--- src/rtl/core/cid_pkg.sv ---
// Shared types and codes for the ceiling integer divider.
package cid_pkg;

  localparam int STATUS_W = 2;

  localparam logic [STATUS_W-1:0] ST_OK       = 2'd0;
  localparam logic [STATUS_W-1:0] ST_DIV_ZERO = 2'd1;
  localparam logic [STATUS_W-1:0] ST_OVERFLOW = 2'd2;

  localparam logic KIND_UNSIGNED = 1'b0;
  localparam logic KIND_SIGNED   = 1'b1;

  // Side information that travels with each beat through the divide stages.
  typedef struct packed {
    logic sgn;       // signed operands
    logic neg;       // true quotient is negative
    logic div_zero;  // divisor was zero
  } cid_ctl_t;

endpackage

--- src/rtl/core/cid_pre.sv ---
// Operand prep stage: magnitudes, quotient sign and zero-divisor flag.
module cid_pre import cid_pkg::*; #(
  parameter int W = 16
) (
  input  logic         clk,
  input  logic         rst,
  input  logic         in_vld,
  input  logic         kind,
  input  logic [W-1:0] dividend,
  input  logic [W-1:0] divisor,
  output logic         vld,
  output cid_ctl_t     ctl,
  output logic [W-1:0] mag_a,
  output logic [W-1:0] mag_b
);

  logic         sgn;
  logic [W-1:0] mag_a_next;
  logic [W-1:0] mag_b_next;

  assign sgn = (kind == KIND_SIGNED);

  always_comb begin
    mag_a_next = (sgn && dividend[W-1]) ? (~dividend + 1'b1) : dividend;
    mag_b_next = (sgn && divisor[W-1])  ? (~divisor + 1'b1)  : divisor;
  end

  always_ff @(posedge clk) begin
    if (rst) begin
      vld <= 1'b0;
    end else begin
      vld <= in_vld;
    end
  end

  always_ff @(posedge clk) begin
    mag_a        <= mag_a_next;
    mag_b        <= mag_b_next;
    ctl.sgn      <= sgn;
    ctl.neg      <= sgn && (dividend[W-1] ^ divisor[W-1]);
    ctl.div_zero <= (divisor == '0);
  end

endmodule

--- src/rtl/core/cid_stage.sv ---
// One restoring-division stage: retires one quotient bit per beat.
module cid_stage import cid_pkg::*; #(
  parameter int W = 16
) (
  input  logic         clk,
  input  logic         rst,
  input  logic         vld_in,
  input  cid_ctl_t     ctl_in,
  input  logic [W-1:0] rem_in,
  input  logic [W-1:0] dq_in,   // dividend bits still to shift in, quotient bits below
  input  logic [W-1:0] dvs_in,
  output logic         vld,
  output cid_ctl_t     ctl,
  output logic [W-1:0] rem,
  output logic [W-1:0] dq,
  output logic [W-1:0] dvs
);

  logic [W:0]   trial;
  logic [W:0]   diff;
  logic         ge;
  logic [W-1:0] rem_next;

  always_comb begin
    trial    = {rem_in, dq_in[W-1]};
    diff     = trial - {1'b0, dvs_in};
    ge       = ~diff[W];
    rem_next = ge ? diff[W-1:0] : trial[W-1:0];
  end

  always_ff @(posedge clk) begin
    if (rst) begin
      vld <= 1'b0;
    end else begin
      vld <= vld_in;
    end
  end

  always_ff @(posedge clk) begin
    ctl <= ctl_in;
    rem <= rem_next;
    dq  <= {dq_in[W-2:0], ge};
    dvs <= dvs_in;
  end

endmodule

--- src/rtl/core/cid_post.sv ---
// Result stage: ceiling round, sign restore, saturation and status.
module cid_post import cid_pkg::*; #(
  parameter int W = 16
) (
  input  logic                clk,
  input  logic                rst,
  input  logic                vld_in,
  input  cid_ctl_t            ctl_in,
  input  logic [W-1:0]        rem_in,
  input  logic [W-1:0]        quo_in,
  output logic                done,
  output logic [W-1:0]        quotient,
  output logic [STATUS_W-1:0] status
);

  localparam logic [W-1:0] MAXPOS = {1'b0, {(W-1){1'b1}}};

  logic [W-1:0]        q_up;
  logic [W-1:0]        quotient_next;
  logic [STATUS_W-1:0] status_next;

  // positive quotients round up on a nonzero remainder; negative ones are
  // already rounded up by truncation
  assign q_up = (|rem_in) ? (quo_in + 1'b1) : quo_in;

  always_comb begin
    quotient_next = q_up;
    status_next   = ST_OK;
    if (ctl_in.div_zero) begin
      quotient_next = '0;
      status_next   = ST_DIV_ZERO;
    end else if (ctl_in.sgn && ctl_in.neg) begin
      quotient_next = ~quo_in + 1'b1;
    end else if (ctl_in.sgn && q_up[W-1]) begin
      quotient_next = MAXPOS;
      status_next   = ST_OVERFLOW;
    end
  end

  always_ff @(posedge clk) begin
    if (rst) begin
      done <= 1'b0;
    end else begin
      done <= vld_in;
    end
  end

  always_ff @(posedge clk) begin
    quotient <= quotient_next;
    status   <= status_next;
  end

endmodule

--- src/rtl/core/ceiling_integer_divider_core.sv ---
// Top level of the pipelined ceiling integer divider.
//
//   channel   ports                           handshake
//   --------  ------------------------------  ---------------------------
//   command   kind, dividend, divisor         start & !busy
//   result    quotient, status                done, one cycle, no stall
//
// One beat may enter every cycle; busy is never raised.
// The pipeline has one prep stage, one restoring-division
// stage per quotient bit and one rounding stage.
// rst (synchronous) clears only the valid bits; payload flows unreset.
// The receiver cannot stall, so the pipeline always advances.
module ceiling_integer_divider_core import cid_pkg::*; #(
  parameter int DATA_WIDTH = 16
) (
  input  logic                  clk,
  input  logic                  rst,
  input  logic                  start,
  output logic                  busy,
  input  logic                  kind,
  input  logic [DATA_WIDTH-1:0] dividend,
  input  logic [DATA_WIDTH-1:0] divisor,
  output logic                  done,
  output logic [DATA_WIDTH-1:0] quotient,
  output logic [STATUS_W-1:0]   status
);

  localparam int W   = DATA_WIDTH;
  localparam int LAT = DATA_WIDTH + 2;
  localparam logic [W-1:0] MAXPOS = {1'b0, {(W-1){1'b1}}};

  logic         vld_p [0:W];
  cid_ctl_t     ctl_p [0:W];
  logic [W-1:0] rem_p [0:W];
  logic [W-1:0] dq_p  [0:W];
  logic [W-1:0] dvs_p [0:W];

  assign busy = 1'b0;

  cid_pre #(.W(W)) u_pre (
    .clk      (clk),
    .rst      (rst),
    .in_vld   (start && !busy),
    .kind     (kind),
    .dividend (dividend),
    .divisor  (divisor),
    .vld      (vld_p[0]),
    .ctl      (ctl_p[0]),
    .mag_a    (dq_p[0]),
    .mag_b    (dvs_p[0])
  );

  assign rem_p[0] = '0;

  for (genvar i = 0; i < W; i++) begin : g_stage
    cid_stage #(.W(W)) u_stage (
      .clk    (clk),
      .rst    (rst),
      .vld_in (vld_p[i]),
      .ctl_in (ctl_p[i]),
      .rem_in (rem_p[i]),
      .dq_in  (dq_p[i]),
      .dvs_in (dvs_p[i]),
      .vld    (vld_p[i+1]),
      .ctl    (ctl_p[i+1]),
      .rem    (rem_p[i+1]),
      .dq     (dq_p[i+1]),
      .dvs    (dvs_p[i+1])
    );
  end

  cid_post #(.W(W)) u_post (
    .clk      (clk),
    .rst      (rst),
    .vld_in   (vld_p[W]),
    .ctl_in   (ctl_p[W]),
    .rem_in   (rem_p[W]),
    .quo_in   (dq_p[W]),
    .done     (done),
    .quotient (quotient),
    .status   (status)
  );

  // every result beat comes from an earlier accepted command
  a_done_has_cmd: assert property (@(posedge clk) disable iff (rst)
    done |-> $past(start && !busy, LAT))
    else $error("result beat without matching command");

  a_zero_quotient: assert property (@(posedge clk) disable iff (rst)
    (done && status == ST_DIV_ZERO) |-> (quotient == '0))
    else $error("divide by zero with nonzero quotient");

  a_zero_divisor: assert property (@(posedge clk) disable iff (rst)
    (done && status == ST_DIV_ZERO) |-> ($past(divisor, LAT) == '0))
    else $error("divide-by-zero status on nonzero divisor");

  a_overflow: assert property (@(posedge clk) disable iff (rst)
    (done && status == ST_OVERFLOW) |->
      (quotient == MAXPOS && $past(kind, LAT) == KIND_SIGNED))
    else $error("overflow status without signed saturation");

endmodule
--- config.mk ---
export PLATFORM = sky130hd
export DESIGN_NAME = ceiling_integer_divider_core
export DESIGN_NICKNAME = d
export VERILOG_FILES = /design/src/rtl/core/cid_pkg.sv /design/src/rtl/core/cid_pre.sv /design/src/rtl/core/cid_stage.sv /design/src/rtl/core/cid_post.sv /design/src/rtl/core/ceiling_integer_divider_core.sv
export SDC_FILE = /design/constraint.sdc
export NUM_CORES = 1
export LEC_CHECK = 0
export BUFFER_PORTS_ARGS = -buffer_cell sky130_fd_sc_hd__buf_2
export CORE_MARGIN = 5
export CORE_UTILIZATION = 30
export CTS_CLUSTER_SIZE = 24
export DETAILED_ROUTE_END_ITERATION = 7
export MAX_ROUTING_LAYER = met4
export PLACE_DENSITY_LB_ADDON = 0.2
export SYNTH_ARGS = -nofsm -noshare
export SYNTH_HDL_FRONTEND = slang
export SYNTH_HIERARCHICAL = 1
export SYNTH_SLANG_ARGS = --single-unit
--- constraint.sdc ---
create_clock -name clk -period 3.4 [get_ports clk]
set_input_delay 0.68 -clock clk [delete_from_list [all_inputs] [get_ports clk]]
set_output_delay 0.68 -clock clk [all_outputs]
set_load 0.02 [all_outputs]
Word-level counts from Yosys, hierarchy flattened
Index checks and enable logic that the tools add are counted.
{"block": "totals", "mem_count": 0, "ramBits": 0, "reg_bits": 871, "romBits": 0, "latch_bits": 0}
{"block": "classes", "n_eq_ne": 0, "muxes": 23, "n_mul": 0, "n_div": 0, "bitwise_logic": 20, "shifts": 0, "magnitude_cmp": 0, "reduce_logical": 8, "n_addsub": 20}
{"op": "$mux 16", "count": 20}
{"op": "$sub 17x16->17", "count": 15}
{"op": "$add 16x1->16 const B", "count": 4}
{"op": "$not 16->16", "count": 3}
{"op": "$sub 1x16->17", "count": 1}
{"op": "$logic_not 16->1", "count": 1}
{"op": "$not 1->1", "count": 16}
{"op": "$reduce_or 16->1", "count": 1}
{"op": "$logic_and 1x1->1", "count": 5}
{"op": "$mux 1", "count": 2}
{"op": "$mux 2", "count": 1}
{"op": "$reduce_or 2->1", "count": 1}
{"op": "$xor 1x1->1", "count": 1}

Depth between registers and ports, before layout
Gate-level depths: netlist (run 1).
{"block": "depth", "word_depth": 5, "depth_mapped": 11}

By module
The synthesis (run 1) kept the hierarchy.
{"mod": "cid_stage (g_stage[13].u_stage ...)", "seq_area_each_um2": 1041.0, "area_per_inst_um2": 2057.0, "instances": 12, "cells_each": 181}
{"mod": "cid_stage (g_stage[0].u_stage ...)", "seq_area_each_um2": 1041.0, "area_per_inst_um2": 2059.5, "instances": 4, "cells_each": 181}
{"mod": "cid_post", "seq_area_each_um2": 380.4, "area_per_inst_um2": 1562.7, "instances": 1, "cells_each": 202}
{"mod": "cid_pre", "seq_area_each_um2": 720.7, "area_per_inst_um2": 1557.7, "instances": 1, "cells_each": 161}
{"mod": "ceiling_integer_divider_core", "seq_area_each_um2": 0.0, "area_per_inst_um2": 11.3, "instances": 1, "cells_each": 2}

Worst setup path before layout (run 1)
OpenSTA, ideal clock, no wires.
{"block": "synth_timing", "path_kind": "register -> register", "startpoint": "register g_stage[9].u_stage.dvs[2]", "endpoint": "register g_stage[10].u_stage.rem[10]", "t_required_ns": 3.279, "arrival_time_ns": 2.697, "setup_ns": 0.121, "path_buffers": 1, "period_less_slack_ns": 2.818, "path_stages_with_launch": 11, "slack_ns": 0.582, "path_cell_list": "dfxtp_1 > inv_1 > ha_1 > nor2b_1 > o31a_1 > o41a_1 > and4_4 > a311oi_2 > xnor2_2 > buf_6 > mux2_4"}
{"block": "synth_between", "elab_chain_cells": 2}
{"element": "start, declared", "line_no": "cid_stage.sv:16", "rtl": "output logic [W-1:0] dvs"}
{"element": "start signal, assigned", "line_no": "cid_stage.sv:43", "rtl": "dvs <= dvs_in;"}
{"element": "$sub 17x16->17", "line_no": "cid_stage.sv:26", "rtl": "diff = trial - {1'b0, dvs_in};"}
{"element": "$mux 16", "line_no": "cid_stage.sv:28", "rtl": "rem_next = ge ? diff[W-1:0] : trial[W-1:0];"}
{"element": "named net g_stage[10].u_stage.rem_next[10]", "line_no": "cid_stage.sv:22", "rtl": "logic [W-1:0] rem_next;"}
{"element": "end signal, assigned", "line_no": "cid_stage.sv:41", "rtl": "rem <= rem_next;"}
{"element": "end, declared", "line_no": "cid_stage.sv:14", "rtl": "output logic [W-1:0] rem,"}
The timed path passes the listed nets, and every way through them passes these cells.
A chain may end at the register's enable or synchronous reset.

Worst setup path after layout (run 1)
{"block": "layout_timing", "startpoint": "register g_stage[2].u_stage.dq[15]", "endpoint": "register g_stage[3].u_stage.rem[6]"}
{"block": "layout_between", "elab_chain_cells": 2}
{"element": "start, declared", "line_no": "cid_stage.sv:15", "rtl": "output logic [W-1:0] dq,"}
{"element": "start signal, assigned", "line_no": "cid_stage.sv:42", "rtl": "dq <= {dq_in[W-2:0], ge};"}
{"element": "$sub 17x16->17", "line_no": "cid_stage.sv:26"}
{"element": "$mux 16", "line_no": "cid_stage.sv:28"}
{"element": "named net g_stage[3].u_stage.rem_next[6]", "line_no": "cid_stage.sv:22"}
{"element": "end signal, assigned", "line_no": "cid_stage.sv:41"}
{"element": "end, declared", "line_no": "cid_stage.sv:14"}
The timed path passes the listed nets, and every way through them passes these cells.

==> metrics.log, run 1 <==
INFO  metric rr_startpoint = g_stage[2].u_stage/dq[15]$_DFF_P_
INFO  metric areaGrowthSynthToFinish = 16.1%
INFO  metric multiInputGateArea = 0.0171 mm2
INFO  metric post-route-cell-area = 0.0415 mm2
INFO  metric tritoncts = built
INFO  metric run_status = complete, no violations
INFO  metric worst_skew_pair.late_latency = 670 ps
INFO  metric finish.utilization = 35.1%
INFO  metric met1Wirelength = 30,100 um
INFO  metric die_w = 355 um
INFO  metric timing.hold.ws = 162 ps
INFO  metric worst-endpoint-required = 3920 ps
INFO  metric met3RoutedLength = 2620 um
INFO  metric crit_fanout = 17
INFO  metric ff2ff_path_depth = 10
INFO  metric grt_use_total = 11.2%
INFO  metric critical_path.endpoint_type = register
INFO  metric finClkSkew = 42.1 ps
INFO  metric detail_route.first_pass.iterations = 5
INFO  metric numPlacedInstances = 4,863
INFO  metric slew_viol_final = 0
INFO  metric post_route_cells_drive_above_1_share = 16.0%
INFO  metric clk_pin_slew = 60 ps
INFO  metric finalNonFillerCells = 5,040
INFO  metric num-fill-cells = 11,900
INFO  metric total_leakage_power = 18.5 nW
INFO  metric power-per-cell-area = 1140 mW/mm2
INFO  metric route.vias.total = 22,500
INFO  metric die_area = 0.126 mm2
INFO  metric gpl.final_weighted_congestion = 0.786
INFO  metric cts_htree_levels = 3
INFO  metric worst_slew_margin_relative_to_its_limit = 39.3%
INFO  metric drtAntennaViolNets = 0
INFO  metric row_count = 126
INFO  metric irDropWorstVdd = 0.552 mV
INFO  metric topRoutingLayerUsed = met4
INFO  metric cts.repair_timing.setup_buffer_count = 0
INFO  metric initial_core_util = 30.2%
INFO  metric instance_count_of_the_mapped_netlist = 3,245
INFO  metric port_buffers = 54
INFO  metric endpoint = g_stage[3].u_stage/rem[6]$_DFF_P_
INFO  metric remaining_drc_errors = 0
INFO  metric initial_antenna_violation_count = 0
INFO  metric pin_count = 56
INFO  metric drt-vias-per-instance = 4.47
INFO  metric route.detailed.wl_per_inst = 13.7 um
INFO  metric clkSinkCount = 871
INFO  metric finalWirelength = 69,200 um
INFO  metric hold_path_class = input port to register
INFO  metric worstSetupPathType = register to register
INFO  metric met2_length = 34,900 um
INFO  metric max_freq = 0.312 GHz
INFO  metric maxCapViolations = 0
INFO  metric root_buffer_selected_by_cts = sky130_fd_sc_hd__clkbuf_16
INFO  metric chipHeight = 355 um
INFO  metric crit-reg2reg-capture = g_stage[3].u_stage/rem[6]$_DFF_P_
INFO  metric synthesis.area = 0.0357 mm2
INFO  metric unrepaired_setup_endpoints_after_global_routing = false
INFO  metric via_count_of_the_first_global_routing_pass = 22,800
INFO  metric pre_cts_slack = -117 ps
INFO  metric grt_first_pass_wirelength = 115,000 um
INFO  metric drt_iter0_drc = 911
INFO  metric post_cts_hold_buffer_count = 0
INFO  metric setup.worst_path.start_class = register
INFO  metric slack_of_the_worst_reg_to_reg_path = 190 ps
INFO  metric yosys_warns = 6
INFO  metric fin_crit = 3210 ps
INFO  metric critPathLaunch = g_stage[2].u_stage/dq[15]$_DFF_P_
INFO  metric syn-mean-instance-area = 11.0 um2
INFO  metric tritoncts.num_buffers = 95
INFO  metric clock_tree_buf_depth = 3
INFO  metric global_route.overflow_total = 0
INFO  metric power = 47.3 mW
INFO  metric antenna_cells = 0
INFO  metric dpl_cell_area = 0.0380 mm2
INFO  metric worstPathArrival = 3720 ps
INFO  metric worstMarginPinSlew = 903 ps
INFO  metric setup_tns = 0 ps
INFO  metric finalCritPeriodShare = 94.3%
INFO  metric final_net_count = 3,736
INFO  metric pin_count_of_the_biggest_net_entering_global_routing = 19
INFO  metric layout.area.seq = 0.0174 mm2
INFO  metric worst_slack = 193 ps
INFO  metric report.final.hold_viol_count = 0
INFO  metric core = 0.118 mm2
INFO  metric dp_hpwl = 52,500 um
INFO  metric timing.final.setup_violations = 0
-- registers in the layout, indices dropped and copies added (netlist names) --
signal               cells
g_stage.u_stage/ctl     48
g_stage.u_stage/dq     256
g_stage.u_stage/dvs    240
g_stage.u_stage/rem    256
g_stage.u_stage/vld     16
u_post/done              1
u_post/quotient         16
u_post/status            2
u_pre/ctl                3
u_pre/mag_a             16
u_pre/mag_b             16
u_pre/vld                1
-- final cells by class --
| class | count | area share (%) |
|---|---|---|
| clock buffer | 129 | 6.50 |
| clock inverter | 48 | 1.38 |
| inverter | 319 | 2.89 |
| multi-input combinational | 2049 | 41.3 |
| sequential | 871 | 42.0 |
| tap | 1536 | 4.63 |
| timing repair buffer | 88 | 1.30 |
-- critical path, cell delays in order (launching register included) --
cell                       delay (ps)
sky130_fd_sc_hd__dfxtp_1          300
sky130_fd_sc_hd__inv_1             50
sky130_fd_sc_hd__ha_1             220
sky130_fd_sc_hd__fa_1             410
sky130_fd_sc_hd__nor2b_1          210
sky130_fd_sc_hd__o31a_1           190
sky130_fd_sc_hd__o41a_1           200
sky130_fd_sc_hd__and4_4           260
sky130_fd_sc_hd__a311oi_2         160
sky130_fd_sc_hd__xnor2_4          650
sky130_fd_sc_hd__mux2_2           410
-- repair_timing --
item | in CTS | in global routing
cloned | 0 | 0
endpoints found under the setup margin | 127 | 26
gates resized for setup | 12 | 3
-- placed cells by master (no fill, tap or decap), types with 17 or more instances in the layout --
| master | instances |
|---|---|
| sky130_fd_sc_hd__dfxtp_1 | 871 |
| sky130_fd_sc_hd__inv_1 | 319 |
| sky130_fd_sc_hd__ha_1 | 260 |
| sky130_fd_sc_hd__a21oi_1 | 155 |
| sky130_fd_sc_hd__o21ai_0 | 138 |
| sky130_fd_sc_hd__nor2_1 | 132 |
| sky130_fd_sc_hd__xnor2_1 | 127 |
| sky130_fd_sc_hd__mux2_2 | 114 |
| sky130_fd_sc_hd__mux2_4 | 112 |
| sky130_fd_sc_hd__nand2_1 | 104 |
| sky130_fd_sc_hd__xor2_1 | 102 |
| sky130_fd_sc_hd__clkbuf_16 | 96 |
| sky130_fd_sc_hd__nand3_1 | 93 |
| sky130_fd_sc_hd__buf_2 | 54 |
| sky130_fd_sc_hd__nor2b_1 | 53 |
| sky130_fd_sc_hd__nand2b_1 | 53 |
| sky130_fd_sc_hd__a211oi_1 | 51 |
| sky130_fd_sc_hd__a21o_1 | 49 |
| sky130_fd_sc_hd__o21a_1 | 33 |
| sky130_fd_sc_hd__buf_4 | 33 |
| sky130_fd_sc_hd__conb_1 | 32 |
| sky130_fd_sc_hd__o211a_1 | 32 |
| sky130_fd_sc_hd__o21bai_1 | 32 |
| sky130_fd_sc_hd__mux2i_1 | 32 |
| sky130_fd_sc_hd__and3_1 | 21 |
| sky130_fd_sc_hd__and2_1 | 19 |
| sky130_fd_sc_hd__a21boi_0 | 19 |
| sky130_fd_sc_hd__clkinvlp_4 | 18 |
| sky130_fd_sc_hd__nor4_1 | 18 |
| sky130_fd_sc_hd__clkbuf_8 | 17 |
| sky130_fd_sc_hd__o31ai_1 | 17 |
| sky130_fd_sc_hd__o2111ai_1 | 17 |
-- worst min-delay path by stage --
stage,startpoint,endpoint,slack (ps),depth (start not counted)
final,dividend[0],u_pre/mag_a[0]$_DFF_P_,160,1
after global routing,dividend[0],u_pre/mag_a[0]$_DFF_P_,120,1
after CTS,dividend[0],u_pre/mag_a[0]$_DFF_P_,90,1
after detailed placement,u_pre/ctl[1]$_DFF_P_,g_stage[0].u_stage/ctl[1]$_DFF_P_,310,0
after global placement,g_stage[8].u_stage/dq[8]$_DFF_P_,g_stage[9].u_stage/dq[9]$_DFF_P_,310,0
after floorplan,u_pre/ctl[0]$_DFF_P_,g_stage[0].u_stage/ctl[0]$_DFF_P_,310,0
-- where the power goes --
part | internal, mW | switching [mW]
Sequential | 13.5 | 1.78
Combinational | 11.6 | 10.0
Clock | 6.16 | 4.24
Total | 31.2 | 16.0
-- routing by layer --
layer  global-route usage (%)  vias to the layer above
met4                     3.41                        0
met2                     19.8                      272
met1                     12.8                    10500
met3                     2.16                      120
li1                         -                    11700
met5                        -                        -
Note: power is estimated with default switching activity, not from simulation.
==> run 2, diff against run 1 <==
--- a/config.mk
+++ b/config.mk
@@ -8,3 +8,3 @@
 export BUFFER_PORTS_ARGS = -buffer_cell sky130_fd_sc_hd__buf_2
-export CORE_MARGIN = 5
+export CORE_MARGIN = 8
 export CORE_UTILIZATION = 30
@@ -14,2 +14,3 @@
 export PLACE_DENSITY_LB_ADDON = 0.2
+export SLEW_MARGIN = 10
 export SYNTH_ARGS = -nofsm -noshare
--- a/constraint.sdc
+++ b/constraint.sdc
@@ -3,2 +3,2 @@
 set_output_delay 0.68 -clock clk [all_outputs]
-set_load 0.02 [all_outputs]
+set_load 0.01 [all_outputs]
==> metrics.log, run 2 (synthesis results as in run 1) <==
INFO  metric setup_tns = 0 ps (unchanged)
INFO  metric drt_iter0_drc = 889 (-2.4%)
INFO  metric timing.final.setup_violations = 0 (unchanged)
INFO  metric global_route.overflow_total = 0 (unchanged)
INFO  metric crit_path_top_delay_cell = sky130_fd_sc_hd__xnor2_4
INFO  metric post_cts_hold_buffer_count = 0 (unchanged)
INFO  metric remaining_drc_errors = 0 (unchanged)
INFO  metric chipHeight = 361 um (+1.7%)
INFO  metric die_area = 0.130 mm2 (+3.4%)
INFO  metric areaGrowthSynthToFinish = 16.0% (about the same)
INFO  metric cts_htree_levels = 3 (unchanged)
INFO  metric cell_family_with_most_cp_delay = adder cells
INFO  metric maxCapViolations = 0 (unchanged)
INFO  metric route.vias.total = 22,500 (-0.12%)
INFO  metric antenna_cells = 0 (unchanged)
INFO  metric worst_slew_margin_relative_to_its_limit = 34.9% (-4.5 points)
INFO  metric final_net_count = 3,735 (-0.027%)
INFO  metric grt_use_total = 10.9% (-0.28 points)
INFO  metric crit_chain = inv_1 > ha_1 > fa_1 > nor2b_1 > o31a_1 > o41a_1 > and4_4 > a311oi_2 > xnor2_4 > mux2_2
INFO  metric initial_core_util = 30.3% (+0.040 points)
INFO  metric dpl_cell_area = 0.0380 mm2 (about the same)
INFO  metric gpl.final_weighted_congestion = 0.783 (-0.32%)
INFO  metric run_status = complete, no violations
INFO  metric num-fill-cells = 11,800 (-0.47%)
INFO  metric clkSinkCount = 871 (unchanged)
INFO  metric report.final.hold_viol_count = 0 (unchanged)
INFO  metric pin_count = 56 (unchanged)
INFO  metric hold_path_class = input port to register
INFO  metric layout_commonest_cell = sky130_fd_sc_hd__dfxtp_1
INFO  metric port_buffers = 54 (unchanged)
INFO  metric irDropWorstVdd = 0.584 mV (+5.8%)
INFO  metric fin_crit = 3200 ps (-4.25 ps)
INFO  metric root_buffer_selected_by_cts = sky130_fd_sc_hd__clkbuf_16
INFO  metric core = 0.118 mm2 (-0.13%)
INFO  metric finClkSkew = 45.8 ps (+3.73 ps)
INFO  metric worstPathArrival = 3700 ps (-20 ps)
INFO  metric unrepaired_setup_endpoints_after_global_routing = false
INFO  metric finalCritPeriodShare = 94.2% (-0.13 points)
INFO  metric timing.hold.ws = 162 ps (-0.601 ps)
INFO  metric max_freq = 0.312 GHz (+0.13%)
INFO  metric post-route-cell-area = 0.0414 mm2 (about the same)
INFO  metric clk_pin_slew = 60 ps (about the same)
INFO  metric row_count = 126 (unchanged)
INFO  metric clock_tree_buf_depth = 3 (unchanged)
INFO  metric final_cell_mix = sky130_fd_sc_hd__dfxtp_1 (871), sky130_fd_sc_hd__inv_1 (319), sky130_fd_sc_hd__ha_1 (260), sky130_fd_sc_hd__a21oi_1 (155), sky130_fd_sc_hd__o21ai_0 (138)
INFO  metric pin_count_of_the_biggest_net_entering_global_routing = 19 (unchanged)
INFO  metric worst_slack = 197 ps (+4.25 ps)
INFO  metric via_count_of_the_first_global_routing_pass = 22,800 (+0.088%)
INFO  metric timing.critical_path.buf_inv = 1 (unchanged)
INFO  metric crit_fanout = 15 (-2)
INFO  metric pre_cts_slack = -100 ps (+16.8 ps)
INFO  metric setup.worst_path.start_class = register
INFO  metric critical_path.endpoint_type = register
INFO  metric top_regs = g_stage.u_stage/dq x256, g_stage.u_stage/rem x256, g_stage.u_stage/dvs x240
INFO  metric post_route_cells_drive_above_1_share = 15.8% (-0.17 points)
INFO  metric detail_route.first_pass.iterations = 6 (+1)
INFO  metric power = 47.2 mW (-0.10%)
INFO  metric tritoncts.num_buffers = 97 (+2.1%)
INFO  metric worst_skew_pair.late_latency = 660 ps (about the same)
INFO  metric grt_first_pass_wirelength = 116,000 um (+1.0%)
INFO  metric critPathMaxStageDelay = 590 ps (-60 ps)
INFO  metric layout.area.seq = 0.0174 mm2 (unchanged)
INFO  metric cts.repair_timing.setup_buffer_count = 0 (unchanged)
INFO  metric multiInputGateArea = 0.0171 mm2 (about the same)
INFO  metric total_leakage_power = 18.5 nW (about the same)
INFO  metric route.detailed.wl_per_inst = 13.9 um (+1.4%)
INFO  metric worstSetupPathType = register to register
INFO  metric drt-vias-per-instance = 4.47 (about the same)
INFO  metric finalWirelength = 70,000 um (+1.2%)
INFO  metric slew_viol_final = 0 (unchanged)
INFO  metric drtAntennaViolNets = 0 (unchanged)
INFO  metric tritoncts = built
INFO  metric worst-endpoint-required = 3900 ps (-20 ps)
INFO  metric worstMarginPinSlew = 969 ps (+65.7 ps)
INFO  metric dp_hpwl = 53,200 um (+1.3%)
INFO  metric die_w = 361 um (+1.7%)
INFO  metric power-per-cell-area = 1140 mW/mm2 (about the same)
INFO  metric initial_antenna_violation_count = 0 (unchanged)
run 2: final timing paths:
kind / startpoint / to / slack (ps) / cells after the start
min: dividend[0] / u_pre/mag_a[0]$_DFF_P_ / 160 / 1
max reg2reg: g_stage[4].u_stage/dq[15]$_DFF_P_ / g_stage[5].u_stage/rem[15]$_DFF_P_ / 200 / 10
max: g_stage[4].u_stage/dq[15]$_DFF_P_ / g_stage[5].u_stage/rem[15]$_DFF_P_ / 200 / 10
min reg2reg: g_stage[13].u_stage/dq[6]$_DFF_P_ / g_stage[14].u_stage/dq[7]$_DFF_P_ / 300 / 0
run 2: what timing repair did:
item | CTS | global route
hold endpoints to repair | 0 | 0
endpoints found under the setup margin | 78 | 81
resized for setup | 10 | 6
run 2: metrics by stage:
stage	cells	utilization (%)
2_1_floorplan	3276	-
3_3_place_gp	4860	32.2
3_5_place_dp	4860	32.2
4_1_cts	5033	35.0
5_1_grt	5033	35.1
6_report	5033	35.1
run 2: per-layer routing:
layer  wire, um  vias up  track usage [%]
li1           -    11600                -
met1      30900    10500             12.6
met2      34800      281             19.1
met3       2610      128             2.03
met4       1690        0             3.55
met5          0        -                -
run 2: worst reg2reg max path: stages, from the launching register on:
cell	delay [ps]
sky130_fd_sc_hd__dfxtp_1	300
sky130_fd_sc_hd__inv_1	50
sky130_fd_sc_hd__ha_1	240
sky130_fd_sc_hd__fa_1	410
sky130_fd_sc_hd__nor2b_1	190
sky130_fd_sc_hd__o31a_1	190
sky130_fd_sc_hd__o41a_1	230
sky130_fd_sc_hd__and4_4	270
sky130_fd_sc_hd__a311oi_2	160
sky130_fd_sc_hd__xnor2_4	590
sky130_fd_sc_hd__mux2_2	420
run 2: cell type report:
cell class	count	share of cell area, %
Clock buffer	125	6.40
Clock inverter	48	1.47
Sequential cell	871	42.1
Multi-Input combinational cell	2049	41.3
Inverter	319	2.89
Timing Repair Buffer	85	1.21
Tap cell	1536	4.64
run 2: report_power, final:
part | switching [mW] | leakage [nW] | total, mW | internal, mW
logic | 9.85 | 9.57 | 21.4 | 11.5
registers | 1.86 | 7.33 | 15.4 | 13.5
clock network | 4.25 | 1.57 | 10.5 | 6.23
